`config.mk`:
```
export PLATFORM = sky130hd
export DESIGN_NAME = teab_front
export DESIGN_NICKNAME = d
export VERILOG_FILES = /design/src/teab_pkg.sv /design/src/teab_front.sv
export VERILOG_INCLUDE_DIRS = /design/src /design/src/src
export SDC_FILE = /design/constraint.sdc
export NUM_CORES = 1
export LEC_CHECK = 0
export ABC_AREA = 1
export BUFFER_PORTS_ARGS = -buffer_cell sky130_fd_sc_hd__buf_2
export CAP_MARGIN = 20
export CORE_ASPECT_RATIO = 1.25
export CORE_MARGIN = 2
export CORE_UTILIZATION = 51
export CTS_BUF_LIST = sky130_fd_sc_hd__clkbuf_4 sky130_fd_sc_hd__clkbuf_8 sky130_fd_sc_hd__clkbuf_16
export CTS_CLUSTER_SIZE = 30
export DETAILED_ROUTE_END_ITERATION = 8
export GPL_ROUTABILITY_DRIVEN = 0
export MAX_ROUTING_LAYER = met4
export PLACE_DENSITY_LB_ADDON = 0.1
export SYNTH_ARGS = -nofsm -noshare
export SYNTH_HDL_FRONTEND = slang
export SYNTH_SLANG_ARGS = --single-unit
```
`constraint.sdc`:
```
create_clock -name clk -period 6.7 [get_ports clk]
set_clock_uncertainty 0.1 [all_clocks]
set_input_delay 0.335 -clock clk [delete_from_list [all_inputs] [get_ports clk]]
set_output_delay 0.335 -clock clk [all_outputs]
set_load 0.05 [all_outputs]
```
`src/trigger_aligned_event_builder_assert.svh`:
```
// assertion macros shared by the event builder modules
// no dependencies; included by each module that carries assertions
`ifndef TRIGGER_ALIGNED_EVENT_BUILDER_ASSERT_SVH
`define TRIGGER_ALIGNED_EVENT_BUILDER_ASSERT_SVH
`ifndef SYNTHESIS
`define TEAB_ASSERT_IMP(lbl, clk, rstn, ante, cons, msg) \
    lbl: assert property (@(posedge clk) disable iff (!rstn) (ante) |-> (cons)) \
        else $error(msg);
`define TEAB_ASSERT_NXT(lbl, clk, rstn, ante, cons, msg) \
    lbl: assert property (@(posedge clk) disable iff (!rstn) (ante) |=> (cons)) \
        else $error(msg);
`else
`define TEAB_ASSERT_IMP(lbl, clk, rstn, ante, cons, msg)
`define TEAB_ASSERT_NXT(lbl, clk, rstn, ante, cons, msg)
`endif
`endif

```
`src/teab_pkg.sv`:
```
// shared types and constants of the trigger aligned event builder
// no dependencies
package teab_pkg;

    localparam int CHAN_W = 3;
    localparam int TRIG_W = 32;
    localparam int DATA_W = 32;
    localparam int MAX_CH = 8;
    localparam int MASK_W = 8;
    localparam int SLOT_W = TRIG_W + DATA_W;

    typedef struct packed {
        logic [TRIG_W-1:0] trig;
        logic [DATA_W-1:0] data;
    } slot_t;

    // front to back: per channel status
    typedef struct packed {
        logic [MAX_CH-1:0] active;
        logic [MAX_CH-1:0] nonempty;
    } fe_status_t;

    // back to front: head of one channel fifo was consumed
    typedef struct packed {
        logic              valid;
        logic [CHAN_W-1:0] channel;
    } pop_t;

    // queued build request, one per accepted item
    typedef struct packed {
        logic              appended;
        logic              dropped;
        logic [CHAN_W-1:0] channel;
    } check_t;

    typedef enum logic {
        F_IDLE,
        F_APPEND
    } fe_state_t;

    typedef enum logic [2:0] {
        B_IDLE,
        B_SCAN,
        B_SCAN_WAIT,
        B_EMIT,
        B_EMIT_WAIT
    } be_state_t;

endpackage

```
`src/teab_front.sv`:
```
// front: takes items, classifies them, appends to the channel fifo
// depends on teab_pkg and the assertion macro header
`include "trigger_aligned_event_builder_assert.svh"
module teab_front import teab_pkg::*; #(
    parameter int CHANNELS = 8,
    parameter int QUEUE_DEPTH = 16,
    localparam int AW = $clog2(CHANNELS * QUEUE_DEPTH)
) (
    input  logic              clk,
    input  logic              rst_n,
    input  logic              accept,
    input  logic [CHAN_W-1:0] channel,
    input  logic [TRIG_W-1:0] trigger_number,
    input  logic [DATA_W-1:0] fragment_data,
    input  logic              cfg_we,
    input  logic [MASK_W-1:0] cfg_data,
    input  pop_t              pop,
    output fe_status_t        status,
    output logic              push,
    output check_t            push_tok,
    output logic              wr_en,
    output logic [AW-1:0]     wr_addr,
    output slot_t             wr_slot,
    output logic              front_busy,
    output logic              overflow
);

    localparam int CW = $clog2(CHANNELS);
    localparam int PW = $clog2(QUEUE_DEPTH);
    localparam int FW = $clog2(QUEUE_DEPTH + 1);

    fe_state_t         state_reg;
    fe_state_t         state_next;
    logic [CHAN_W-1:0] ch_reg;
    logic [TRIG_W-1:0] trig_reg;
    logic [DATA_W-1:0] data_reg;
    logic [MASK_W-1:0] mask_reg;
    logic              ovf_reg;
    logic              ovf_next;
    logic [PW-1:0]     wptr_reg  [CHANNELS];
    logic [PW-1:0]     wptr_next [CHANNELS];
    logic [FW-1:0]     fill_reg  [CHANNELS];
    logic [FW-1:0]     fill_next [CHANNELS];
    logic [CW-1:0]     ci;
    logic [CW-1:0]     pc;
    logic              ch_active;
    logic              full;
    logic              do_append;
    logic              do_drop;
    logic [MAX_CH-1:0] act_vec;
    logic [MAX_CH-1:0] ne_vec;

    // next state
    always_comb
    begin
        state_next = state_reg;
        unique case (state_reg)
            F_IDLE:
            begin
                if (accept)
                begin
                    state_next = F_APPEND;
                end
            end
            F_APPEND:
            begin
                state_next = F_IDLE;
            end
            default:
            begin
                state_next = F_IDLE;
            end
        endcase
    end

    // outputs
    always_comb
    begin
        front_busy = 1'b0;
        push       = 1'b0;
        unique case (state_reg)
            F_IDLE:
            begin
                front_busy = 1'b0;
            end
            F_APPEND:
            begin
                front_busy = 1'b1;
                push       = 1'b1;
            end
            default:
            begin
                front_busy = 1'b0;
            end
        endcase
    end

    assign ci        = ch_reg[CW-1:0];
    assign pc        = pop.channel[CW-1:0];
    assign ch_active = (32'(ch_reg) < CHANNELS) && mask_reg[ch_reg];
    assign full      = (fill_reg[ci] == FW'(QUEUE_DEPTH));
    assign do_append = (state_reg == F_APPEND) && ch_active && !full;
    assign do_drop   = (state_reg == F_APPEND) && ch_active && full;
    assign ovf_next  = ovf_reg | do_drop;

    assign push_tok = '{appended: do_append, dropped: do_drop, channel: ch_reg};

    assign wr_en   = do_append;
    assign wr_addr = AW'(int'(ci) * QUEUE_DEPTH + int'(wptr_reg[ci]));
    assign wr_slot = '{trig: trig_reg, data: data_reg};

    always_comb
    begin
        for (int i = 0; i < CHANNELS; i++)
        begin
            wptr_next[i] = wptr_reg[i];
            fill_next[i] = fill_reg[i];
            if (do_append && (ci == CW'(i)))
            begin
                wptr_next[i] = (wptr_reg[i] == PW'(QUEUE_DEPTH - 1)) ? '0
                                                                     : wptr_reg[i] + 1'b1;
                fill_next[i] = fill_reg[i] + 1'b1;
            end
            if (pop.valid && (pc == CW'(i)))
            begin
                fill_next[i] = fill_next[i] - 1'b1;
            end
        end
    end

    // channels at or above CHANNELS never take part
    for (genvar g = 0; g < MAX_CH; g++)
    begin : g_status
        if (g < CHANNELS)
        begin : g_on
            assign act_vec[g] = mask_reg[g];
            assign ne_vec[g]  = (fill_reg[g] != '0);
        end
        else
        begin : g_off
            assign act_vec[g] = 1'b0;
            assign ne_vec[g]  = 1'b0;
        end
    end

    assign status   = '{active: act_vec, nonempty: ne_vec};
    assign overflow = ovf_reg;

    always_ff @(posedge clk or negedge rst_n)
    begin
        if (!rst_n)
        begin
            state_reg <= F_IDLE;
            mask_reg  <= '0;
            ovf_reg   <= 1'b0;
            for (int i = 0; i < CHANNELS; i++)
            begin
                wptr_reg[i] <= '0;
                fill_reg[i] <= '0;
            end
        end
        else
        begin
            state_reg <= state_next;
            ovf_reg   <= ovf_next;
            if (cfg_we)
            begin
                mask_reg <= cfg_data;
            end
            for (int i = 0; i < CHANNELS; i++)
            begin
                wptr_reg[i] <= wptr_next[i];
                fill_reg[i] <= fill_next[i];
            end
        end
    end

    always_ff @(posedge clk)
    begin
        if (accept)
        begin
            ch_reg   <= channel;
            trig_reg <= trigger_number;
            data_reg <= fragment_data;
        end
    end

    `TEAB_ASSERT_IMP(a_pop_not_on_append, clk, rst_n, pop.valid, state_reg != F_APPEND,
        "fifo pop during an append")
    `TEAB_ASSERT_NXT(a_accept_appends, clk, rst_n, accept, state_reg == F_APPEND,
        "accepted item did not reach the append step")
    `TEAB_ASSERT_IMP(a_append_has_room, clk, rst_n, do_append, fill_reg[ci] < FW'(QUEUE_DEPTH),
        "append into a full fifo")

endmodule

```
==> metrics.md <==
| Metric | Value |
|---|---|
| Synth area leader | dfrtp_1 |
| Number of synthesized flops with an enable pin | 67 |
| Maximum fanout along the worst path | 29 |
| Largest net degree at the start of global routing | 69 |
| Core Region | 0.0150 mm² |
| Post-route DRC | 0 |
| Setup Total Neg Slack | 0 ns |
| Worst-path cell chain | nand2_1, inv_1, nand2_1, nand2_1, inv_1, nand3_1, nand3_2, nor2_8, nand2_2, nand2_1, nand2_1, inv_1, ha_1, nand2_1, nand3b_1, o21ai_0, nand2_1 |
| Top-count cell post-synth | nand2_1 |
| Antenna Nets Post-Route | 0 |
| Synth warnings | 0 |
| Wire per inst | around 16 µm |
| CTS tree | yes |
| PostCTS Resize Cnt | 0 |
| DR vias/cell | between 5 and 6 |
| Die area | 0.0163 mm² |
| CTS Sinks | approximately 150 |
| CTS max path bufs | 2 |
| Crit path DAT | roughly 3.6 ns |
| I/O pins | 179 |
| Final Critical Period | 3.35 ns |
| Yosys cell types | 36 |
| Final period utilization | 50.0% |
| Global route overflow | 0 |
| Total chip power | 3.58 mW |
| WL final | 20100 µm |
| Fin. max-slew vios | 0 |
| Maximum Capacitance Violations | 0 |
| Top_reg_cell synth | dfrtp_1 |
| Post-synth ARST share | 55.0% |
| Status | complete, no violations |
| Critical Path RT | a little under 7 ns |
| VDD IR max | between 0.0002 and 0.00025 V |
| Initial core utilization | 52.1% |
| RSZ-0062 raised after global routing | false |
| Slew Limit Headroom | 45.0% |
| Total Routing Usage GR | 26.5% |
| Fraction of layout cells with a size suffix above 1 | 23.8% |
| Nature of the critical path endpoint | register |
| Slowest stage cell, crit path | edfxtp_1 |
| Worst slew pin tran | 0.825 ns |
| Final hold slack | 0.0186 ns |
| Fin. Hold Viols | 0 |
| Syn Nets | 960 |
| Startpoint Class | register |
| Crit path largest cell delay | 0.61 ns |
| Sequential fraction of the synthesis area | 52.1% |
| Fin nets | 1212 |
| Pwr Density | 354 mW/mm² |
| Worst R2R Setup Slack | around 3.3 ns |
| Mapped Cells | 845 |
| Initial antenna violation count | 0 |
| Worst path most repeated cell | nand2_1 |
| Setup CP Type | reg2reg |
| N_diodes | 0 |
| Site Rows | 50 |
| Hold Crit Class | in2reg |
| Layout area overhead | 29.9% |
| Root Driver | clkbuf_16 |
| Clk_lat worst skew | roughly 0.43 ns |
| Max reg flops | 40 |
| Fmax | about 300 MHz |
| Synth top area share | a little over a quarter |
| Final WS setup | ~3.3 ns |
| Die Y | 142 µm |
| Area contributors post-synth | dfrtp_1 26%, edfxtp_1 26%, nand2_1 9.6% |
| DR iter-0 viols | approximately 300 |
| DIE WIDTH | 115 µm |
| HPWL Detailed | 14000 µm |
| Final setup viols | 0 |
| Pre-CTS setup slack | 3.38 ns |
| Synthesis-stage register bit count | 149 |
| Number of I/O port buffers | 178 |
| Pre-Repair DR Iteration Count | 5 |
| Leak | 4.74 nW |
| # fillers | 1161 |
| First-pass GRT wire length | roughly 32000 µm |
| Clock Pin Slew Worst Setup and Hold Paths | about 0.07 ns |
| Number of global-route vias before repair | 6718 |
| Post-DP Area | 0.00881 mm² |
| TritonCTS Buffers | 17 |
| Vias | 6592 |
| Synth Cell Area | around 0.008 mm² |
| Htree depth | 4 |
| Design area | 0.0101 mm² |
| Synthesized area per cell | 9.22 µm² |
| Commonest cells post-synth | 199 x nand2_1, 109 x inv_1, 82 x dfrtp_1, 80 x nand3_1, 67 x edfxtp_1 |
where the power goes:
group          switching (mW)  internal (mW)
Clock                   0.458          0.544
Combinational           0.811          0.404
Sequential              0.201           1.16
Total                    1.47           2.11
logic make-up after synthesis:
kind of cell	count (synthesis)	share of synthesized area, %
AND/OR/NAND/NOR	400	24.1
adder cells (fa/ha/maj)	32	5.14
multiplexers	7	0.995
AO/OA/AOI/OAI	84	5.80
buffers and inverters	132	7.21
flip-flops	149	52.1
XOR/XNOR	41	4.61
path summary, 6_finish.rpt:
check | from | end | cells past startpoint
worst min-delay path | cfg_data[2] | act_vec[2]$_DFFE_PN0P_ | 3
worst min register to register | overflow$_DFF_PN0_ | overflow$_DFF_PN0_ | 1
min in group asynchronous | rst_n | wptr_reg[26]$_DFFE_PN0N_ | 2
worst max-delay path | ch_reg[0]$_DFFE_PP_ | fill_reg[39]$_DFF_PN0_ | 17
worst max register to register | ch_reg[0]$_DFFE_PP_ | fill_reg[39]$_DFF_PN0_ | 17
max in group asynchronous | rst_n | wptr_reg[31]$_DFFE_PN0N_ | 3
cells in the final DEF, fill, tap and decap left out, types with 3 or more instances in the layout:
| cell type | n |
|---|---|
| nand2_1 | 199 |
| buf_2 | 177 |
| inv_1 | 109 |
| dfrtp_1 | 82 |
| nand3_1 | 80 |
| dlygate4sd3_1 | 68 |
| edfxtp_1 | 67 |
| nor2_1 | 58 |
| o21ai_0 | 38 |
| xor2_1 | 35 |
| ha_1 | 32 |
| a21oi_1 | 23 |
| clkbuf_16 | 17 |
| nand2_2 | 14 |
| o21ai_1 | 12 |
| nand3b_1 | 11 |
| nand3_2 | 8 |
| nor3_1 | 8 |
| inv_2 | 7 |
| xnor2_1 | 6 |
| nand4_1 | 6 |
| mux2_2 | 6 |
| clkinv_8 | 6 |
| nand4_2 | 5 |
| inv_8 | 5 |
| o22ai_1 | 4 |
| nor2_4 | 3 |
| nand2_4 | 3 |
| a221oi_1 | 3 |
| o2111ai_1 | 3 |
| buf_4 | 3 |
worst max-delay path, delay by kind of cell (launching register included):
kind	cells	cell delay, ns
AO/OA/AOI/OAI	1	0.17
AND/OR/NAND/NOR	12	1.92
adder cells (fa/ha/maj)	1	0.13
buffers and inverters	3	0.28
flip-flops	1	0.61
cell type report:
type	count	area, µm²	area share, %
Sequential cell	149	4060	40.1
Multi-Input combinational cell	564	3170	31.3
Timing Repair Buffer	248	1590	15.7
Inverter	117	442	4.36
Clock buffer	17	425	4.20
Tap cell	182	228	2.25
Clock inverter	15	210	2.08
metrics by stage:
step,util (%),cells
CTS,67.6,1290
detailed placement,58.9,1192
finish,67.7,1292
global route,67.7,1292
global placement,58.9,1192
floorplan,-,845
per-layer routing:
metal	track usage [%]	part of all wire [%]	up-vias	wire length [µm]
met5	-	0	-	0
met4	11.9	3.7	0	735
met3	7.41	5.8	52	1170
met2	44.1	50	206	10100
met1	29.6	40	3063	8070
li1	-	-	3271	-
repair_timing:
item | CTS | global route
buffers inserted | 0 | 0
hold buffers | 66 | 2
hold endpoints to repair | 91 | 2
No activity file was read; power rests on OpenSTA's default activity.
