--- config.mk ---
export PLATFORM = sky130hd
export DESIGN_NAME = teab_back
export DESIGN_NICKNAME = d
export VERILOG_FILES = /design/src/teab_pkg.sv /design/src/teab_back.sv
export VERILOG_INCLUDE_DIRS = /design/src /design/src/src
export SDC_FILE = /design/constraint.sdc
export NUM_CORES = 1
export LEC_CHECK = 0
export BUFFER_PORTS_ARGS = -buffer_cell sky130_fd_sc_hd__buf_2
export CORE_ASPECT_RATIO = 0.75
export CORE_MARGIN = 5
export CORE_UTILIZATION = 50
export CTS_BUF_LIST = sky130_fd_sc_hd__clkbuf_8
export CTS_CLUSTER_SIZE = 40
export DETAILED_ROUTE_END_ITERATION = 10
export PLACE_DENSITY_LB_ADDON = 0.05
export SLEW_MARGIN = 20
export SYNTH_ARGS = -nofsm -noshare
export SYNTH_HDL_FRONTEND = slang
export SYNTH_SLANG_ARGS = --single-unit
--- constraint.sdc ---
create_clock -name clk -period 5.6 [get_ports clk]
set_clock_uncertainty 0.05 [all_clocks]
set_input_delay 0 -clock clk [delete_from_list [all_inputs] [get_ports clk]]
set_output_delay 0 -clock clk [all_outputs]
set_load 0.1 [all_outputs]
--- src/trigger_aligned_event_builder_assert.svh ---
// assertion macros shared by the event builder modules
// no dependencies; included by each module that carries assertions
`ifndef TRIGGER_ALIGNED_EVENT_BUILDER_ASSERT_SVH
`define TRIGGER_ALIGNED_EVENT_BUILDER_ASSERT_SVH
`ifndef SYNTHESIS
`define TEAB_ASSERT_IMP(lbl, clk, rstn, ante, cons, msg) \
    lbl: assert property (@(posedge clk) disable iff (!rstn) (ante) |-> (cons)) \
        else $error(msg);
`define TEAB_ASSERT_NXT(lbl, clk, rstn, ante, cons, msg) \
    lbl: assert property (@(posedge clk) disable iff (!rstn) (ante) |=> (cons)) \
        else $error(msg);
`else
`define TEAB_ASSERT_IMP(lbl, clk, rstn, ante, cons, msg)
`define TEAB_ASSERT_NXT(lbl, clk, rstn, ante, cons, msg)
`endif
`endif

--- src/teab_pkg.sv ---
// shared types and constants of the trigger aligned event builder
// no dependencies
package teab_pkg;

    localparam int CHAN_W = 3;
    localparam int TRIG_W = 32;
    localparam int DATA_W = 32;
    localparam int MAX_CH = 8;
    localparam int MASK_W = 8;
    localparam int SLOT_W = TRIG_W + DATA_W;

    typedef struct packed {
        logic [TRIG_W-1:0] trig;
        logic [DATA_W-1:0] data;
    } slot_t;

    // front to back: per channel status
    typedef struct packed {
        logic [MAX_CH-1:0] active;
        logic [MAX_CH-1:0] nonempty;
    } fe_status_t;

    // back to front: head of one channel fifo was consumed
    typedef struct packed {
        logic              valid;
        logic [CHAN_W-1:0] channel;
    } pop_t;

    // queued build request, one per accepted item
    typedef struct packed {
        logic              appended;
        logic              dropped;
        logic [CHAN_W-1:0] channel;
    } check_t;

    typedef enum logic {
        F_IDLE,
        F_APPEND
    } fe_state_t;

    typedef enum logic [2:0] {
        B_IDLE,
        B_SCAN,
        B_SCAN_WAIT,
        B_EMIT,
        B_EMIT_WAIT
    } be_state_t;

endpackage

--- src/teab_back.sv ---
// back: finds the lowest head trigger, pops matching heads, drives results
// depends on teab_pkg and the assertion macro header
`include "trigger_aligned_event_builder_assert.svh"
module teab_back import teab_pkg::*; #(
    parameter int CHANNELS = 8,
    parameter int QUEUE_DEPTH = 16,
    localparam int AW = $clog2(CHANNELS * QUEUE_DEPTH)
) (
    input  logic              clk,
    input  logic              rst_n,
    input  fe_status_t        status,
    input  logic              overflow,
    input  logic              tok_valid,
    input  check_t            tok,
    output logic              tok_pop,
    output pop_t              pop,
    output logic              rd_en,
    output logic [AW-1:0]     rd_addr,
    input  slot_t             rd_slot,
    output logic              back_busy,
    output logic              out_valid,
    output logic [CHAN_W-1:0] out_channel,
    output logic [TRIG_W-1:0] out_trigger,
    output logic [DATA_W-1:0] out_data,
    output logic              last_fragment,
    output logic              complete,
    output logic              overflow_seen
);

    localparam int CW = $clog2(CHANNELS);
    localparam int PW = $clog2(QUEUE_DEPTH);
    localparam int NW = $clog2(CHANNELS + 1);

    be_state_t         state_reg;
    be_state_t         state_next;
    logic [CW-1:0]     idx_reg;
    logic [CW-1:0]     idx_next;
    logic [TRIG_W-1:0] min_reg;
    logic [TRIG_W-1:0] min_next;
    logic [CHANNELS-1:0] pick_reg;
    logic [CHANNELS-1:0] pick_next;
    logic [CHANNELS-1:0] idx_bit;
    logic [NW-1:0]     nact_reg;
    logic [NW-1:0]     nact_next;
    logic [NW-1:0]     npick_reg;
    logic [NW-1:0]     npick_next;
    logic [PW-1:0]     rptr_reg  [CHANNELS];
    logic [PW-1:0]     rptr_next [CHANNELS];
    logic              act_i;
    logic              ne_i;
    logic              last_idx;
    logic              last_pick;
    logic              emit;

    logic              out_valid_reg;
    logic [CHAN_W-1:0] out_channel_reg;
    logic [TRIG_W-1:0] out_trigger_reg;
    logic [DATA_W-1:0] out_data_reg;
    logic              out_last_reg;
    logic              out_complete_reg;
    logic              out_ovf_reg;

    assign act_i     = status.active[idx_reg];
    assign ne_i      = status.nonempty[idx_reg];
    assign last_idx  = (idx_reg == CW'(CHANNELS - 1));
    assign idx_bit   = CHANNELS'(1) << idx_reg;
    assign last_pick = ((pick_reg & ~idx_bit) == '0);

    // next state
    always_comb
    begin
        state_next = state_reg;
        unique case (state_reg)
            B_IDLE:
            begin
                if (tok_valid)
                begin
                    state_next = B_SCAN;
                end
            end
            B_SCAN:
            begin
                if (act_i)
                begin
                    // an active channel with nothing stored: no event yet
                    state_next = ne_i ? B_SCAN_WAIT : B_IDLE;
                end
                else if (last_idx)
                begin
                    state_next = (nact_reg == '0) ? B_IDLE : B_EMIT;
                end
            end
            B_SCAN_WAIT:
            begin
                state_next = last_idx ? B_EMIT : B_SCAN;
            end
            B_EMIT:
            begin
                if (pick_reg[idx_reg])
                begin
                    state_next = B_EMIT_WAIT;
                end
            end
            B_EMIT_WAIT:
            begin
                state_next = last_pick ? B_IDLE : B_EMIT;
            end
            default:
            begin
                state_next = B_IDLE;
            end
        endcase
    end

    // outputs and datapath
    always_comb
    begin
        tok_pop    = 1'b0;
        rd_en      = 1'b0;
        emit       = 1'b0;
        idx_next   = idx_reg;
        min_next   = min_reg;
        pick_next  = pick_reg;
        nact_next  = nact_reg;
        npick_next = npick_reg;
        unique case (state_reg)
            B_IDLE:
            begin
                if (tok_valid)
                begin
                    tok_pop    = 1'b1;
                    idx_next   = '0;
                    min_next   = '1;
                    pick_next  = '0;
                    nact_next  = '0;
                    npick_next = '0;
                end
            end
            B_SCAN:
            begin
                if (act_i)
                begin
                    rd_en = ne_i;
                end
                else if (last_idx)
                begin
                    idx_next = '0;
                end
                else
                begin
                    idx_next = idx_reg + 1'b1;
                end
            end
            B_SCAN_WAIT:
            begin
                nact_next = nact_reg + 1'b1;
                if (rd_slot.trig < min_reg)
                begin
                    min_next   = rd_slot.trig;
                    pick_next  = idx_bit;
                    npick_next = NW'(1);
                end
                else if (rd_slot.trig == min_reg)
                begin
                    pick_next  = pick_reg | idx_bit;
                    npick_next = npick_reg + 1'b1;
                end
                idx_next = last_idx ? '0 : idx_reg + 1'b1;
            end
            B_EMIT:
            begin
                if (pick_reg[idx_reg])
                begin
                    rd_en = 1'b1;
                end
                else
                begin
                    idx_next = idx_reg + 1'b1;
                end
            end
            B_EMIT_WAIT:
            begin
                emit      = 1'b1;
                pick_next = pick_reg & ~idx_bit;
                if (!last_pick)
                begin
                    idx_next = idx_reg + 1'b1;
                end
            end
            default:
            begin
                emit = 1'b0;
            end
        endcase
    end

    assign back_busy = (state_reg != B_IDLE);
    assign pop       = '{valid: emit, channel: CHAN_W'(idx_reg)};
    assign rd_addr   = AW'(int'(idx_reg) * QUEUE_DEPTH + int'(rptr_reg[idx_reg]));

    always_comb
    begin
        for (int i = 0; i < CHANNELS; i++)
        begin
            rptr_next[i] = rptr_reg[i];
            if (emit && (idx_reg == CW'(i)))
            begin
                rptr_next[i] = (rptr_reg[i] == PW'(QUEUE_DEPTH - 1)) ? '0
                                                                     : rptr_reg[i] + 1'b1;
            end
        end
    end

    always_ff @(posedge clk or negedge rst_n)
    begin
        if (!rst_n)
        begin
            state_reg     <= B_IDLE;
            out_valid_reg <= 1'b0;
            for (int i = 0; i < CHANNELS; i++)
            begin
                rptr_reg[i] <= '0;
            end
        end
        else
        begin
            state_reg     <= state_next;
            out_valid_reg <= emit;
            for (int i = 0; i < CHANNELS; i++)
            begin
                rptr_reg[i] <= rptr_next[i];
            end
        end
    end

    always_ff @(posedge clk)
    begin
        idx_reg   <= idx_next;
        min_reg   <= min_next;
        pick_reg  <= pick_next;
        nact_reg  <= nact_next;
        npick_reg <= npick_next;
        if (emit)
        begin
            out_channel_reg  <= CHAN_W'(idx_reg);
            out_trigger_reg  <= min_reg;
            out_data_reg     <= rd_slot.data;
            out_last_reg     <= last_pick;
            out_complete_reg <= (npick_reg == nact_reg);
            out_ovf_reg      <= overflow;
        end
    end

    assign out_valid     = out_valid_reg;
    assign out_channel   = out_channel_reg;
    assign out_trigger   = out_trigger_reg;
    assign out_data      = out_data_reg;
    assign last_fragment = out_last_reg;
    assign complete      = out_complete_reg;
    assign overflow_seen = out_ovf_reg;

    `TEAB_ASSERT_IMP(a_pop_nonempty, clk, rst_n, pop.valid, status.nonempty[pop.channel],
        "pop from an empty fifo")
    `TEAB_ASSERT_IMP(a_emit_has_pick, clk, rst_n, state_reg == B_EMIT, pick_reg != '0,
        "emit pass with no channel picked")
    `TEAB_ASSERT_IMP(a_appended_visible, clk, rst_n, tok_pop && tok.appended,
        status.nonempty[tok.channel], "appended fragment not visible to the back")
    `TEAB_ASSERT_IMP(a_last_ends_event, clk, rst_n, out_valid_reg && out_last_reg,
        state_reg == B_IDLE, "back still busy after the last fragment")

endmodule

==> qor.yml <==
outcome: "finished clean"
antenna_left: 0
routabilityCongestion: 0.800
cp_max_fo: 15
ys_dominant_reg_cell: "edfxtp_1"
setup_viol: 0
nNetsFinal: 943
drt_wl_total_um: 17300
vias: 5239
slowest_stage: "a31oi_1"
critPathRequiredTime_ns: 5.62
synth_edf_count: 121
path_cells: "inv_1 > ha_1 > a21oi_2 > a211oi_1 > a211o_1 > o31ai_1 > o211ai_2 > a31oi_1"
setup_tns_ns: 0
syn_nets: 703
yosysSeqAreaShare: 0.607
cp-start-kind: "flip-flop"
power_density_mw_per_mm2: 416
grt_pass1_vias: 5207
placed_area_sq_mm: 0.00850
wl_per_cell_um: 17.0
die_y_um: 116
hp-class: "in -> async"
grt_overflow: 0
yosysWarningCount: 0
drive_gt1_frac: 0.303
io_buffers: 168
start_util: 0.513
slowest_delay_ns: 0.77
grt_max_degree: 65
whs_ns: 0.148
layout_commonest_cell: "buf_2"
die_w_um: 151
design_area_sq_mm: 0.00960
area_growth_pct: 28.6
synth_cells: 565
final_cell_mix: "buf_2, edfxtp_1, dlygate4sd3_1"
clock-sinks: 157
cts_max_level: 4
clk_path_buf_depth: 2
drc: 0
synth_area_sq_mm: 0.00746
netlist.area_leader.share: 0.487
final_min_period_over_clock_period: 0.593
clockRootBuffer: "clkbuf_8"
reg2regPathDepth: 8
power_leakage_nw: 4.17
maxCapViolCount: 0
gr-usage-all-layers: 0.200
ys_types: 54
antenna_found_initial: 0
cts_tree: "done"
critPathBufInv: 1
slew_violations: 0
worstPathArrival_ns: 3.35
via_per_inst: 5.15
die_area_sq_mm: 0.0175
maxSlewHeadroom: 0.351
std_cell_rows: 38
crit-reg2reg-launch: "min_reg[10]$_SDFFCE_PN1P_"
drt_iter0_drc: 309
post-cts-setup-buffers: 0
peakVddDrop_mv: 0.228
rsz0062_at_grt: "false"
grt_pass1_wl_um: 26900
synth_area_leaders: "edfxtp_1, dfrtp_1, ha_1, mux4_2, nand2b_1"
diodes: 0
endpoint_kind: "flip-flop"
dp_hpwl_um: 12000
r2r_end: "pick_reg[2]$_DFFE_PP_"
cts-buffers-inserted: 17
fmax_mhz: 301
yosys.area.top_type: "edfxtp_1"
hold_violations: 0
ios: 174
period_minus_slack_ns: 3.32
synthArstFlopShare: 0.229
crit_type: "reg -> reg"
first_pass_iters: 5
ys_ff_latch: 157
clock_latency_ns: 0.45
r2r_slack_ns: 2.28
clk_pin_slew_ns: 0.09
worstMarginPinSlew_ns: 0.973
coreArea_sq_mm: 0.0145
avgSynthCellArea_sq_um: 13.2
path_delay_family: "compound AO/OA/AOI/OAI gates"
where the power goes:
group | internal (mW) | switching, mW
sequential | 1.50 | 0.179
clock | 0.418 | 0.444
combinational | 0.425 | 1.02
total | 2.34 | 1.65
stage by stage:
step / std cells / worst slack (ns) / utilization / power (mW)
6_report: 1018 / 2.28 / 0.660 / 3.99
5_1_grt: 1018 / 2.00 / 0.660 / 4.22
4_1_cts: 1017 / 1.90 / 0.658 / 4.01
3_5_place_dp: 918 / 1.95 / 0.584 / 3.10
3_3_place_gp: 918 / 1.98 / 0.584 / 3.07
2_1_floorplan: 565 / 1.80 / - / 2.79
area by class of cell:
cell class              instances  area [sq um]
clock buffers                  18           248
fillers                      1134          4950
repair buffers                239          1560
flip-flops and latches        157          4530
multi-input cells             345          2680
clock inverters                14           158
inverters                      45           171
well taps                     200           250
cells in the mapped netlist, types with 2 or more instances:
master    number
edfxtp_1     121
nand2_1       50
ha_1          49
inv_1         44
nand2b_1      37
dfrtp_1       36
a21oi_1       24
nor2_1        22
o21ai_0       22
nand3_1       16
mux2_2        14
mux4_2        14
a31oi_1       10
xnor2_1       10
clkbuf_1       9
nand4_1        9
xor2_1         6
a31o_2         5
a21o_1         4
and4_1         4
buf_4          4
o22ai_1        4
a31o_1         3
and3_2         3
buf_2          3
mux2i_1        3
nor2b_1        3
nor4_1         3
o31ai_1        3
a211oi_1       2
a311oi_1       2
and2_1         2
buf_6          2
nor3_1         2
kinds of logic (layout without fill, tap and decap cells):
| group | after synthesis | after routing | synth area share |
|---|---|---|---|
| DFF | 157 | 157 | 0.607 |
| and+or+nand+nor | 157 | 157 | 0.109 |
| AOI/OAI and AO/OA | 91 | 91 | 0.0781 |
| buffers and inverters | 63 | 316 | 0.0362 |
| adders and majority gates | 50 | 50 | 0.0835 |
| muxes | 31 | 31 | 0.0674 |
| xor gates and xnor gates | 16 | 16 | 0.0188 |
worst max-delay path by stage:
stage | start | endpoint | slack [ns] | depth (start not counted)
floorplan | min_reg[10]$_SDFFCE_PN1P_ | min_reg[0]$_SDFFCE_PN1P_ | 1.80 | 9
global placement | min_reg[10]$_SDFFCE_PN1P_ | min_reg[28]$_SDFFCE_PN1P_ | 1.98 | 8
detailed placement | min_reg[7]$_SDFFCE_PN1P_ | min_reg[22]$_SDFFCE_PN1P_ | 1.95 | 8
CTS | min_reg[10]$_SDFFCE_PN1P_ | min_reg[7]$_SDFFCE_PN1P_ | 1.90 | 8
global route | min_reg[9]$_SDFFCE_PN1P_ | pick_reg[5]$_DFFE_PP_ | 2.00 | 8
finish | min_reg[10]$_SDFFCE_PN1P_ | pick_reg[2]$_DFFE_PP_ | 2.28 | 8
layer usage:
layer,vias to the layer above,GRT usage,part of all wire
met4,0,0.0459,0.0086
met1,2497,0.272,0.44
met2,173,0.327,0.47
met5,-,0,0
met3,9,0.0532,0.081
li1,2560,-,-
worst reg2reg max path: stages (launching register included):
cell,delay [ns]
edfxtp_1,0.39
inv_1,0.07
ha_1,0.26
a21oi_2,0.16
a211oi_1,0.08
a211o_1,0.28
o31ai_1,0.44
o211ai_2,0.44
a31oi_1,0.78
timing repair:
item,4_1_cts,5_1_grt
gates resized for setup,0,0
endpoints found under the hold margin,105,0
hold buffers,67,0
No activity file was read; power rests on OpenSTA's default activity.
