`config.mk`:
```
export PLATFORM = sky130hd
export DESIGN_NAME = teab_queue
export DESIGN_NICKNAME = d
export VERILOG_FILES = /design/src/trigger_aligned_event_builder_assert.svh /design/src/teab_pkg.sv /design/src/teab_queue.sv
export SDC_FILE = /design/constraint.sdc
export NUM_CORES = 1
export LEC_CHECK = 0
export ABC_CLOCK_PERIOD_IN_PS = 3050
export BUFFER_PORTS_ARGS = -buffer_cell sky130_fd_sc_hd__buf_2
export CAP_MARGIN = 20
export CORE_AREA = 3 3 40 42
export CTS_BUF_LIST = sky130_fd_sc_hd__clkbuf_2 sky130_fd_sc_hd__clkbuf_4 sky130_fd_sc_hd__clkbuf_8
export DETAILED_ROUTE_END_ITERATION = 12
export DIE_AREA = 0 0 43 45
export PLACE_DENSITY = 0.67
export SYNTH_ARGS = -nofsm -noshare
export SYNTH_HDL_FRONTEND = slang
export SYNTH_SLANG_ARGS = --single-unit
```
`constraint.sdc`:
```
create_clock -name clk -period 3.05 [get_ports clk]
set_input_delay 0.7625 -clock clk [delete_from_list [all_inputs] [get_ports clk]]
set_output_delay 0.7625 -clock clk [all_outputs]
set_load 0.01 [all_outputs]
```
`src/trigger_aligned_event_builder_assert.svh`:
```
// assertion macros shared by the event builder modules
// no dependencies; included by each module that carries assertions
`ifndef TRIGGER_ALIGNED_EVENT_BUILDER_ASSERT_SVH
`define TRIGGER_ALIGNED_EVENT_BUILDER_ASSERT_SVH
`ifndef SYNTHESIS
`define TEAB_ASSERT_IMP(lbl, clk, rstn, ante, cons, msg) \
    lbl: assert property (@(posedge clk) disable iff (!rstn) (ante) |-> (cons)) \
        else $error(msg);
`define TEAB_ASSERT_NXT(lbl, clk, rstn, ante, cons, msg) \
    lbl: assert property (@(posedge clk) disable iff (!rstn) (ante) |=> (cons)) \
        else $error(msg);
`else
`define TEAB_ASSERT_IMP(lbl, clk, rstn, ante, cons, msg)
`define TEAB_ASSERT_NXT(lbl, clk, rstn, ante, cons, msg)
`endif
`endif

```
`src/teab_pkg.sv`:
```
// shared types and constants of the trigger aligned event builder
// no dependencies
package teab_pkg;

    localparam int CHAN_W = 3;
    localparam int TRIG_W = 32;
    localparam int DATA_W = 32;
    localparam int MAX_CH = 8;
    localparam int MASK_W = 8;
    localparam int SLOT_W = TRIG_W + DATA_W;

    typedef struct packed {
        logic [TRIG_W-1:0] trig;
        logic [DATA_W-1:0] data;
    } slot_t;

    // front to back: per channel status
    typedef struct packed {
        logic [MAX_CH-1:0] active;
        logic [MAX_CH-1:0] nonempty;
    } fe_status_t;

    // back to front: head of one channel fifo was consumed
    typedef struct packed {
        logic              valid;
        logic [CHAN_W-1:0] channel;
    } pop_t;

    // queued build request, one per accepted item
    typedef struct packed {
        logic              appended;
        logic              dropped;
        logic [CHAN_W-1:0] channel;
    } check_t;

    typedef enum logic {
        F_IDLE,
        F_APPEND
    } fe_state_t;

    typedef enum logic [2:0] {
        B_IDLE,
        B_SCAN,
        B_SCAN_WAIT,
        B_EMIT,
        B_EMIT_WAIT
    } be_state_t;

endpackage

```
`src/teab_queue.sv`:
```
// two entry request queue between the front and the back
// depends on teab_pkg
module teab_queue import teab_pkg::*; (
    input  logic   clk,
    input  logic   rst_n,
    input  logic   push,
    input  check_t push_tok,
    input  logic   pop,
    output logic   tok_valid,
    output check_t tok
);

    check_t     entry_reg [2];
    logic       wr_ptr_reg;
    logic       rd_ptr_reg;
    logic [1:0] count_reg;
    logic       do_push;
    logic       do_pop;

    assign do_push = push && (count_reg != 2'd2);
    assign do_pop  = pop && (count_reg != 2'd0);

    always_ff @(posedge clk or negedge rst_n)
    begin
        if (!rst_n)
        begin
            wr_ptr_reg <= 1'b0;
            rd_ptr_reg <= 1'b0;
            count_reg  <= 2'd0;
        end
        else
        begin
            if (do_push)
            begin
                wr_ptr_reg <= ~wr_ptr_reg;
            end
            if (do_pop)
            begin
                rd_ptr_reg <= ~rd_ptr_reg;
            end
            count_reg <= count_reg + {1'b0, do_push} - {1'b0, do_pop};
        end
    end

    always_ff @(posedge clk)
    begin
        if (do_push)
        begin
            entry_reg[wr_ptr_reg] <= push_tok;
        end
    end

    assign tok_valid = (count_reg != 2'd0);
    assign tok       = entry_reg[rd_ptr_reg];

endmodule

```
==> results by group, run 1 <==
Floorplanning
  • Die height: 45 um
  • # rows: 13
  • Die width: 43 um
  • Starting Density: 44.6%
  • Io pins: 15
  • Die area: 1940 sq um
  • CORE AREA: 1280 sq um

STA
  • Worst setup margin: 1020 ps
  • Least-Margin Pin Slew: 461 ps
  • Slew HR: 69.2%
  • Final Hold Viols: 0
  • Fin Hold WS: 278 ps
  • Setup violators final: 0
  • Min Tclk post-route: 2030 ps
  • Clk_skew: 5.46 ps
  • Fmax: 0.492 GHz
  • Period utilization: 66.7%
  • RSZ-0062 raised after global routing: false
  • Final setup TNS: 0 ps
  • Final Slew Violations: 0

Synth
  • Synth top area cells: edfxtp_1, dfrtp_1, mux2_2
  • Synthesized area: 573 sq um
  • Post-synth top area cell: edfxtp_1
  • YS warnings: 0
  • Mapped Avg Cell Area: 16.9 sq um
  • Most frequent cell after synthesis: edfxtp_1
  • Flops & latches, synth: 14
  • Post-synth EDFFs: 10
  • Synth cell types: 12
  • Synth top cells by count: edfxtp_1, mux2_2, dfrtp_1
  • Post-synth ARST share: 28.6%
  • Syn_nets: 45
  • Most used DFF post-synth: edfxtp_1
  • Sequential area share after synthesis: 69.9%
  • Yosys top cell area share: 52.4%
  • Post-synthesis cell count: 34

Clock tree
  • CTS Buf Count: 3
  • Setup repair bufs after CTS: 0
  • Clock latency on the worst-skew pair: 270 ps
  • Sink Count: 14
  • Hold Buf Count CTS: 0
  • CTS tree: yes
  • Longest Clk Path Bufs: 2
  • Clk pin slew, worst setup/hold paths: 70 ps
  • Post-cts resize count: 0
  • Max H-tree Level: 1
  • CTS Root Cell: clkbuf_4

Min path
  • HP Class: primary input to asynchronous set/reset pin

Worst setup path
  • Setup CP Type: register to output pin
  • WP data required: 2290 ps
  • FF-to-FF setup slack: 1320 ps
  • Crit-path max FO: 6
  • Startpoint Class: register
  • Crit path arrival time: 1270 ps
  • Element type at the critical path end: output pin

Global route
  • First-pass GRT wire length: 1610 um
  • Largest net degree at the start of global routing: 9
  • Congestion Overflow GR: 0
  • Number of global-route vias before repair: 372
  • Antenna violations before repair: 0
  • GRT Overall Usage: 11.8%

Route
  • Wirelength per Cell: 13.3 um
  • # DRC: 0
  • Vias: 313
  • DR iter-0 viols: 1
  • Antenna viol nets, final: 0
  • DR pass1 iterations: 2
  • WL final: 877 um
  • Via/cell ratio: 4.74

Layout
  • Ratio of cells with drive above 1 in the final layout: 51.0%
  • Layout Area Growth over Synthesis: 18.8%
  • Fillers: 114
  • Nets: 63
  • Max reg flops: 10
  • Antenna Cells: 0
  • Design area: 681 sq um

Run
  • Max-cap violations: 0

Status
  • Status: completed

Placed design
  • IO buf count: 14
  • DPL Wire Length: 714 um
  • Place WS: 1150 ps
  • Placed Area: 651 sq um
  • GPL Wtd Cong: 0.628

Power and ir drop
  • Power Dens Cells: 959 nW/um^2
  • Peak supply drop: 0.396 mV
  • Leakage: 0.288 nW
## routing by layer
metal	GRT usage, %	share of wire (%)	vias to the layer above
met5	0	0	-
li1	-	-	154
met4	5.42	1.9	0
met3	3.59	5.8	2
met1	10.9	37	146
met2	23.4	55	11
## worst max-delay path: stages (launching register included)
cell,delay [ps]
dfrtp_1,490
mux2_2,370
buf_2,140
## logic make-up (layout without fill, tap and decap cells)
| group | after synthesis | after routing | share of synthesized area, % |
|---|---|---|---|
| DFF | 14 | 14 | 69.9 |
| muxes | 5 | 5 | 9.82 |
| and+or+nand+nor | 4 | 4 | 4.37 |
| AOI/OAI and AO/OA | 1 | 1 | 1.53 |
| buffers and inverters | 4 | 21 | 3.93 |
| adders and majority gates | 2 | 2 | 4.37 |
| xor gates and xnor gates | 4 | 4 | 6.11 |
## report_power, final
group / switching, W / internal (W) / leakage (nW)
logic: 0.000107 / 0.000119 / 0.130
clock network: 0.0000551 / 0.0000596 / 0.0184
registers: 0.0000420 / 0.000270 / 0.140
## placed cells by master, fill, tap and decap left out, drive strengths merged
cell type,Yosys,layout
clkbuf,0,4
and2,1,1
o21ai,1,1
xor2,1,1
mux2,5,5
dfrtp,4,4
buf,1,14
ha,2,2
or2,1,1
edfxtp,10,10
inv,3,3
xnor2,3,3
nor2,2,2
## area by class of cell
class	instances	area (sq um)	share of cell area, %
Clock buffer	4	30.0	4.41
Inverter	3	11.3	1.65
Multi-Input combinational cell	16	150	22.1
Sequential cell	14	400	58.8
Tap cell	15	18.8	2.76
Timing Repair Buffer	14	70.1	10.3
## metrics by stage
| step | util [%] | power, W | cells |
|---|---|---|---|
| floorplan | - | 0.000483 | 34 |
| detailed placement | 50.6 | 0.000549 | 62 |
| CTS | 53.0 | 0.000664 | 66 |
| global route | 53.0 | 0.000704 | 66 |
| global placement | 50.6 | 0.000522 | 62 |
| finish | 53.0 | 0.000653 | 66 |
## final timing paths
path,from,depth (start not counted),to
max in group asynchronous,rst_n,1,rd_ptr_reg$_DFFE_PN0P_
hold reg to reg,wr_ptr_reg$_DFFE_PN0N_,1,wr_ptr_reg$_DFFE_PN0N_
min in group clk,wr_ptr_reg$_DFFE_PN0N_,1,wr_ptr_reg$_DFFE_PN0N_
setup / recovery,rd_ptr_reg$_DFFE_PN0P_,2,tok[1]
setup reg to reg,count_reg[1]$_DFF_PN0_,7,count_reg[1]$_DFF_PN0_
hold / removal,rst_n,1,count_reg[0]$_DFF_PN0_
Note: power is estimated with default switching activity, not from simulation.
==> run 2: changes to the inputs <==
ABC_AREA = 1   (was not set)
ABC_CLOCK_PERIOD_IN_PS = 1900   (was 3050)
CORE_AREA = not set   (was 3 3 40 42)
CORE_MARGIN = 3   (was not set)
CORE_UTILIZATION = 45   (was not set)
DIE_AREA = not set   (was 0 0 43 45)
PLACE_DENSITY = 0.69   (was 0.67)
clock period = 1.9 ns   (was 3.05 ns; I/O delays follow)
==> results by group, run 2 <==
Status
  • Status: completed (unchanged)

Route
  • Wirelength per Cell: 9.83 um (was 13.3 um)
  • Via/cell ratio: 4.57 (was 4.74)
  • DR pass1 iterations: 4 (was 2)
  • Antenna viol nets, final: 0 (unchanged)
  • WL final: 885 um (was 877 um)
  • DR iter-0 viols: 13 (was 1)
  • # DRC: 0 (unchanged)
  • Vias: 411 (was 313)

Layout
  • Max reg flops: 10 (unchanged)
  • Antenna Cells: 0 (unchanged)
  • Fillers: 110 (was 114)
  • Final core occ: 61.0% (was 53.0%)
  • Nets: 88 (was 63)
  • Design area: 714 sq um (was 681 sq um)
  • Commonest non-fill, non-tap cell in the layout: nand2_1 (was buf_2)
  • Ratio of cells with drive above 1 in the final layout: 26.3% (was 51.0%)
  • Layout Area Growth over Synthesis: 21.0% (was 18.8%)
  • Most frequent cells in the layout: nand2_1, buf_2, edfxtp_1 (was buf_2, edfxtp_1, mux2_2)
  • Final Non-Filler Cells: 90 (was 66)

Worst setup path
  • Setup CP Type: register to output pin (unchanged)
  • Startpoint Class: register (unchanged)
  • Element type at the critical path end: output pin (unchanged)
  • WP data required: 1420 ps (was 2290 ps)
  • Crit path arrival time: 1130 ps (was 1270 ps)
  • Crit-path max FO: 7 (was 6)

STA
  • Final Hold Viols: 0 (unchanged)
  • Least-Margin Pin Slew: 424 ps (was 461 ps)
  • Slew HR: 71.7% (was 69.2%)
  • RSZ-0062 raised after global routing: false (unchanged)
  • Clk_skew: 8.05 ps (was 5.46 ps)
  • Final Slew Violations: 0 (unchanged)
  • Min Tclk post-route: 1610 ps
  • Setup violators final: 0 (unchanged)
  • Period utilization: 84.5%
  • Fmax: 0.623 GHz
  • Fin Hold WS: 386 ps (was 278 ps)
  • Final setup TNS: 0 ps (unchanged)

Floorplanning
  • # rows: 12 (was 13)
  • Die width: 42.2 um (was 43 um)
  • Starting Density: 50.4% (was 44.6%)
  • Die area: 1780 sq um (was 1940 sq um)
  • CORE AREA: 1170 sq um (was 1280 sq um)
  • Io pins: 15 (unchanged)
  • Die height: 42.2 um (was 45 um)

Clock tree
  • Setup repair bufs after CTS: 0 (unchanged)
  • CTS Buf Count: 3 (unchanged)
  • Clk pin slew, worst setup/hold paths: 80 ps (was 70 ps)
  • Max H-tree Level: 1 (unchanged)
  • CTS Root Cell: clkbuf_4 (unchanged)
  • Longest Clk Path Bufs: 2 (unchanged)
  • Sink Count: 14 (unchanged)
  • Clock latency on the worst-skew pair: 270 ps (about the same)
  • CTS tree: yes (unchanged)

Synth
  • YS warnings: 0 (unchanged)
  • Post-synth EDFFs: 10 (unchanged)
  • Synth top area cells: edfxtp_1, nand2_1, dfrtp_1 (was edfxtp_1, dfrtp_1, mux2_2)
  • Synthesized area: 591 sq um (was 573 sq um)
  • Synth cell types: 10 (was 12)
  • Post-synthesis cell count: 57 (was 34)
  • Mapped Avg Cell Area: 10.4 sq um (was 16.9 sq um)
  • Yosys top cell area share: 50.8% (was 52.4%)
  • Synth top cells by count: nand2_1, edfxtp_1, inv_1 (was edfxtp_1, mux2_2, dfrtp_1)
  • Sequential area share after synthesis: 67.8% (was 69.9%)
  • Flops & latches, synth: 14 (unchanged)
  • Syn_nets: 68 (was 45)
  • Post-synth top area cell: edfxtp_1 (unchanged)
  • Most frequent cell after synthesis: nand2_1 (was edfxtp_1)
  • Post-synth ARST share: 28.6% (unchanged)
  • Most used DFF post-synth: edfxtp_1 (unchanged)

Global route
  • Met1 usage in global routing: 14.4% (was 10.9%)
  • First-pass GRT wire length: 1500 um (was 1610 um)
  • Antenna violations before repair: 0 (unchanged)
  • Congestion Overflow GR: 0 (unchanged)
  • Largest net degree at the start of global routing: 9 (unchanged)
  • GRT Max-Usage Layer: met2 (unchanged)
  • Number of global-route vias before repair: 360 (was 372)
  • Met2 usage in global routing: 17.3% (was 23.4%)
  • GRT Overall Usage: 11.9% (was 11.8%)
  • Met3 Resource Use GR: 7.73% (was 3.59%)

Placed design
  • DPL Wire Length: 670 um (was 714 um)
  • GPL Wtd Cong: 0.731 (was 0.628)
  • IO buf count: 14 (unchanged)
  • # placed instances: 85 (was 62)
  • Placed Area: 678 sq um (was 651 sq um)

Power and ir drop
  • Peak supply drop: 0.861 mV (was 0.396 mV)
  • Power Dens Cells: 1430 nW/um^2 (was 959 nW/um^2)
  • Leakage: 0.368 nW (was 0.288 nW)

Min path
  • HP Class: primary input to register (was primary input to asynchronous set/reset pin)

Run
  • Max-cap violations: 0 (unchanged)
[run 2: changes by cell type after synthesis, moves of 2 or more]
cell | before | now
mux2_2 | 5 | 0
xnor2_1 | 3 | 0
nand2_1 | 0 | 27
inv_1 | 3 | 8
nand3_1 | 0 | 2
[run 2: layer usage]
| metal | vias up | share of wire [%] |
|---|---|---|
| li1 | 220 | - |
| met4 | 0 | 0.79 |
| met5 | - | 0 |
| met3 | 2 | 7.7 |
| met1 | 177 | 44 |
| met2 | 12 | 48 |
[run 2: area by class of cell]
type | count | area, sq um | area share, %
sequential | 14 | 400 | 56.0
tap | 14 | 17.5 | 2.45
multi-input combinational | 34 | 156 | 21.9
timing repair buffer | 15 | 80.1 | 11.2
clock inverter | 1 | 3.75 | 0.525
clock buffer | 3 | 22.5 | 3.15
inverter | 9 | 33.8 | 4.73
[run 2: cell families after synthesis]
logic type,Yosys count,synth area share [%]
buf+inv,9,5.72
fa+ha+maj,2,4.24
simple gates,32,22.2
flops,14,67.8
[run 2: final timing paths]
check	startpoint	to	slack (ps)	depth (start not counted)
min	push_tok[1]	entry_reg[1][1]$_DFFE_PP_	390	1
max in group asynchronous	rst_n	count_reg[0]$_DFF_PN0_	1230	2
max	rd_ptr_reg$_DFFE_PN0P_	tok[0]	290	4
min reg2reg	wr_ptr_reg$_DFFE_PN0N_	wr_ptr_reg$_DFFE_PN0N_	490	2
max reg2reg	count_reg[1]$_DFF_PN0_	count_reg[1]$_DFF_PN0_	510	10
min in group asynchronous	rst_n	rd_ptr_reg$_DFFE_PN0P_	540	2
[run 2: timing repair]
item | in CTS | in global routing
gates resized for setup | 0 | 0
hold buffers | 1 | 0
endpoints found under the hold margin | 4 | 0
[run 2: critical path, cell delays in order (launching register included)]
cell and delay, ps:
dfrtp_1 460, inv_2 150, nand2_1 60, nand2_1 50
buf_2 120
[run 2: per-stage QoR]
step	worst slack (ps)	power [W]
3_3_place_gp	469	0.000866
3_5_place_dp	454	0.000876
5_1_grt	184	0.00113
2_1_floorplan	558	0.000742
4_1_cts	268	0.00104
6_report	294	0.00102
[run 2: power breakdown]
| group | switching (W) | internal (W) |
|---|---|---|
| logic | 0.000238 | 0.000143 |
| clock network | 0.0000838 | 0.0000761 |
| registers | 0.0000499 | 0.000430 |
| total | 0.000372 | 0.000649 |
==> run 3: changes to the inputs <==
ABC_AREA = 0   (was 1)
ABC_CLOCK_PERIOD_IN_PS = 1600   (was 1900)
CORE_AREA = 3 3 40 42   (was not set)
CORE_MARGIN = not set   (was 3)
CORE_UTILIZATION = not set   (was 45)
DIE_AREA = 0 0 43 45   (was not set)
PLACE_DENSITY = 0.67   (was 0.69)
clock period = 1.6 ns   (was 1.9 ns; I/O delays follow)
==> results by group, run 3 (synthesis results as in run 1) <==
Layout
  • Fillers: 101 (was 110)
  • Max reg flops: 10 (unchanged)
  • Ratio of cells with drive above 1 in the final layout: 64.3% (was 26.3%)
  • Layout Area Growth over Synthesis: 44.8% (was 21.0%)
  • Antenna Cells: 0 (unchanged)
  • Most frequent cells in the layout: edfxtp_1, buf_2, mux2_4, buf_6, buf_4 (was nand2_1, buf_2, edfxtp_1)
  • Nets: 68 (was 88)
  • Multi-input gate area: 220 sq um (was 156 sq um)
  • Commonest non-fill, non-tap cell in the layout: edfxtp_1 (was nand2_1)
  • Register area: 402 sq um (was 400 sq um)
  • Design area: 830 sq um (was 714 sq um)

Route
  • Vias: 326 (was 411)
  • DR iter-0 viols: 2 (was 13)
  • WL final: 947 um (was 885 um)
  • Wirelength per Cell: 13.3 um (was 9.83 um)
  • # DRC: 0 (unchanged)
  • Antenna viol nets, final: 0 (unchanged)
  • DR pass1 iterations: 2 (was 4)
  • Via/cell ratio: 4.59 (was 4.57)

Worst setup path
  • Crit path arrival time: 1780 ps (was 1130 ps)
  • Startpoint Class: register (unchanged)
  • Element type at the critical path end: register (was output pin)
  • Setup CP Type: register to register (was register to output pin)
  • WP data required: 1760 ps (was 1420 ps)
  • Slowest cell on crit path: dfrtp_1 (unchanged)
  • Crit-path cells: or2_4 > and2_4 > ha_4 > inv_2 > ha_4 > xnor2_4 > xnor2_2 (was inv_2 > nand2_1 > nand2_1 > buf_2)
  • Worst stage delay on the critical path: 410 ps (was 460 ps)
  • Crit-path max FO: 3 (was 7)
  • Most used cell, CP: ha_4 (was nand2_1)
  • FF-to-FF setup slack: -10 ps (was 510 ps)

Clock tree
  • Clk pin slew, worst setup/hold paths: 80 ps (about the same)
  • CTS tree: yes (unchanged)
  • Sink Count: 14 (unchanged)
  • Clock latency on the worst-skew pair: 270 ps (about the same)
  • Max H-tree Level: 1 (unchanged)
  • Longest Clk Path Bufs: 2 (unchanged)
  • CTS Root Cell: clkbuf_4 (unchanged)
  • CTS Buf Count: 3 (unchanged)

Floorplanning
  • # rows: 13 (was 12)
  • Starting Density: 44.6% (was 50.4%)
  • Die width: 43 um (was 42.2 um)
  • Die area: 1940 sq um (was 1780 sq um)
  • Die height: 45 um (was 42.2 um)
  • Io pins: 15 (unchanged)
  • CORE AREA: 1280 sq um (was 1170 sq um)

Power and ir drop
  • Reg power frac: 37.0% (was 47.0%)
  • Leakage: 0.356 nW (was 0.368 nW)
  • Net Sw Frac: 29.8% (was 36.4%)
  • Net Switching: 0.000484 W (was 0.000372 W)
  • Peak supply drop: 1.01 mV (was 0.861 mV)
  • Power Dens Cells: 1960 nW/um^2 (was 1430 nW/um^2)
  • Int Power: 0.00114 W (was 0.000649 W)
  • Combinational share of power: 48.0% (was 37.3%)
  • Clk pwr share: 14.9% (was 15.7%)

STA
  • Least-Margin Pin Slew: 455 ps (was 424 ps)
  • Clk_skew: 0.955 ps (was 8.05 ps)
  • Fmax: 0.619 GHz
  • Min Tclk post-route: 1610 ps
  • Final setup TNS: -19.9 ps (was 0 ps)
  • Final Slew Violations: 0 (unchanged)
  • RSZ-0062 raised after global routing: true (was false)
  • Slew HR: 69.6% (was 71.7%)
  • Final Hold Viols: 0 (unchanged)
  • Setup violators final: 2 (was 0)
  • Worst setup margin: -14.5 ps (was 294 ps)
  • Period utilization: 101%

Global route
  • Antenna violations before repair: 0 (unchanged)
  • Congestion Overflow GR: 0 (unchanged)
  • Number of global-route vias before repair: 370 (was 360)
  • Largest net degree at the start of global routing: 9 (unchanged)
  • GRT Overall Usage: 12.4% (was 11.9%)
  • First-pass GRT wire length: 1640 um (was 1500 um)

Placed design
  • Placed Area: 688 sq um (was 678 sq um)
  • DPL Wire Length: 728 um (was 670 um)
  • GPL Wtd Cong: 0.687 (was 0.731)
  • IO buf count: 14 (unchanged)

Status
  • Status: finished with violations (was completed)
  • Violated checks: setup timing

Run
  • Max-cap violations: 0 (unchanged)

Min path
  • HP Class: primary input to register (unchanged)
[run 3: cell types whose count changed in the layout (fill, tap and decap cells not counted), moves of 2 or more]
cell	delta
buf_2	-5
buf_6	+5
nand2_1	-27
inv_1	-6
buf_4	+4
ha_4	+2
nand3_1	-2
mux2_4	+5
ha_1	-2
[run 3: worst paths after layout]
| kind | startpoint | endpoint | cells past startpoint |
|---|---|---|---|
| setup / recovery | count_reg[1]$_DFF_PN0_ | count_reg[1]$_DFF_PN0_ | 7 |
| hold / removal | push_tok[1] | entry_reg[1][1]$_DFFE_PP_ | 1 |
| setup reg to reg | count_reg[1]$_DFF_PN0_ | count_reg[1]$_DFF_PN0_ | 7 |
| hold reg to reg | wr_ptr_reg$_DFFE_PN0N_ | wr_ptr_reg$_DFFE_PN0N_ | 1 |
| max in group asynchronous | rst_n | rd_ptr_reg$_DFFE_PN0P_ | 2 |
| min in group asynchronous | rst_n | wr_ptr_reg$_DFFE_PN0N_ | 2 |
[run 3: power groups by stage]
stage               Combinational, W  Sequential, W  Clock (W)
global route                0.000858       0.000619   0.000273
floorplan                   0.000403       0.000569          0
global placement            0.000485       0.000594          0
finish                      0.000780       0.000602   0.000242
CTS                         0.000711       0.000601   0.000256
detailed placement          0.000524       0.000601          0
[run 3: layer usage]
layer	track usage (%)	share of wire (%)	up-vias
met3	2.39	4.3	2
li1	-	-	162
met2	23.1	59	7
met5	0	0	-
met1	12.2	36	155
met4	9.04	0.63	0
[run 3: metrics by stage]
step	setup WS [ps]	hold slack, ps	power [W]	utilization [%]	std cells
after floorplan	-12.0	104	0.000972	-	34
after global placement	1.94	207	0.00108	53.6	64
after detailed placement	-49.5	212	0.00112	53.6	64
after CTS	-16.4	297	0.00157	63.1	71
after global routing	-78.6	294	0.00175	64.6	71
final	-14.5	313	0.00162	64.6	71
[run 3: timing repair]
action | 4_1_cts | 5_1_grt
buffers inserted | 2 | 0
hold buffers | 1 | 0
hold endpoints to repair | 4 | 0
pin swaps | 2 | 0
endpoints found under the setup margin | 6 | 6
resized for setup | 12 | 2
[run 3: critical path: cells and delay by family (launching register included)]
kind,cells,cell delay [ps]
flops,1,410
xor+xnor,2,260
simple gates,2,390
fa+ha+maj,2,420
buf+inv,1,40
[run 3: final cells by class]
class	count	area share (%)
Multi-Input combinational cell	16	26.5
Timing Repair Buffer	19	17.0
Clock buffer	4	4.37
Tap cell	15	2.26
Inverter	3	1.36
Sequential cell	14	48.4
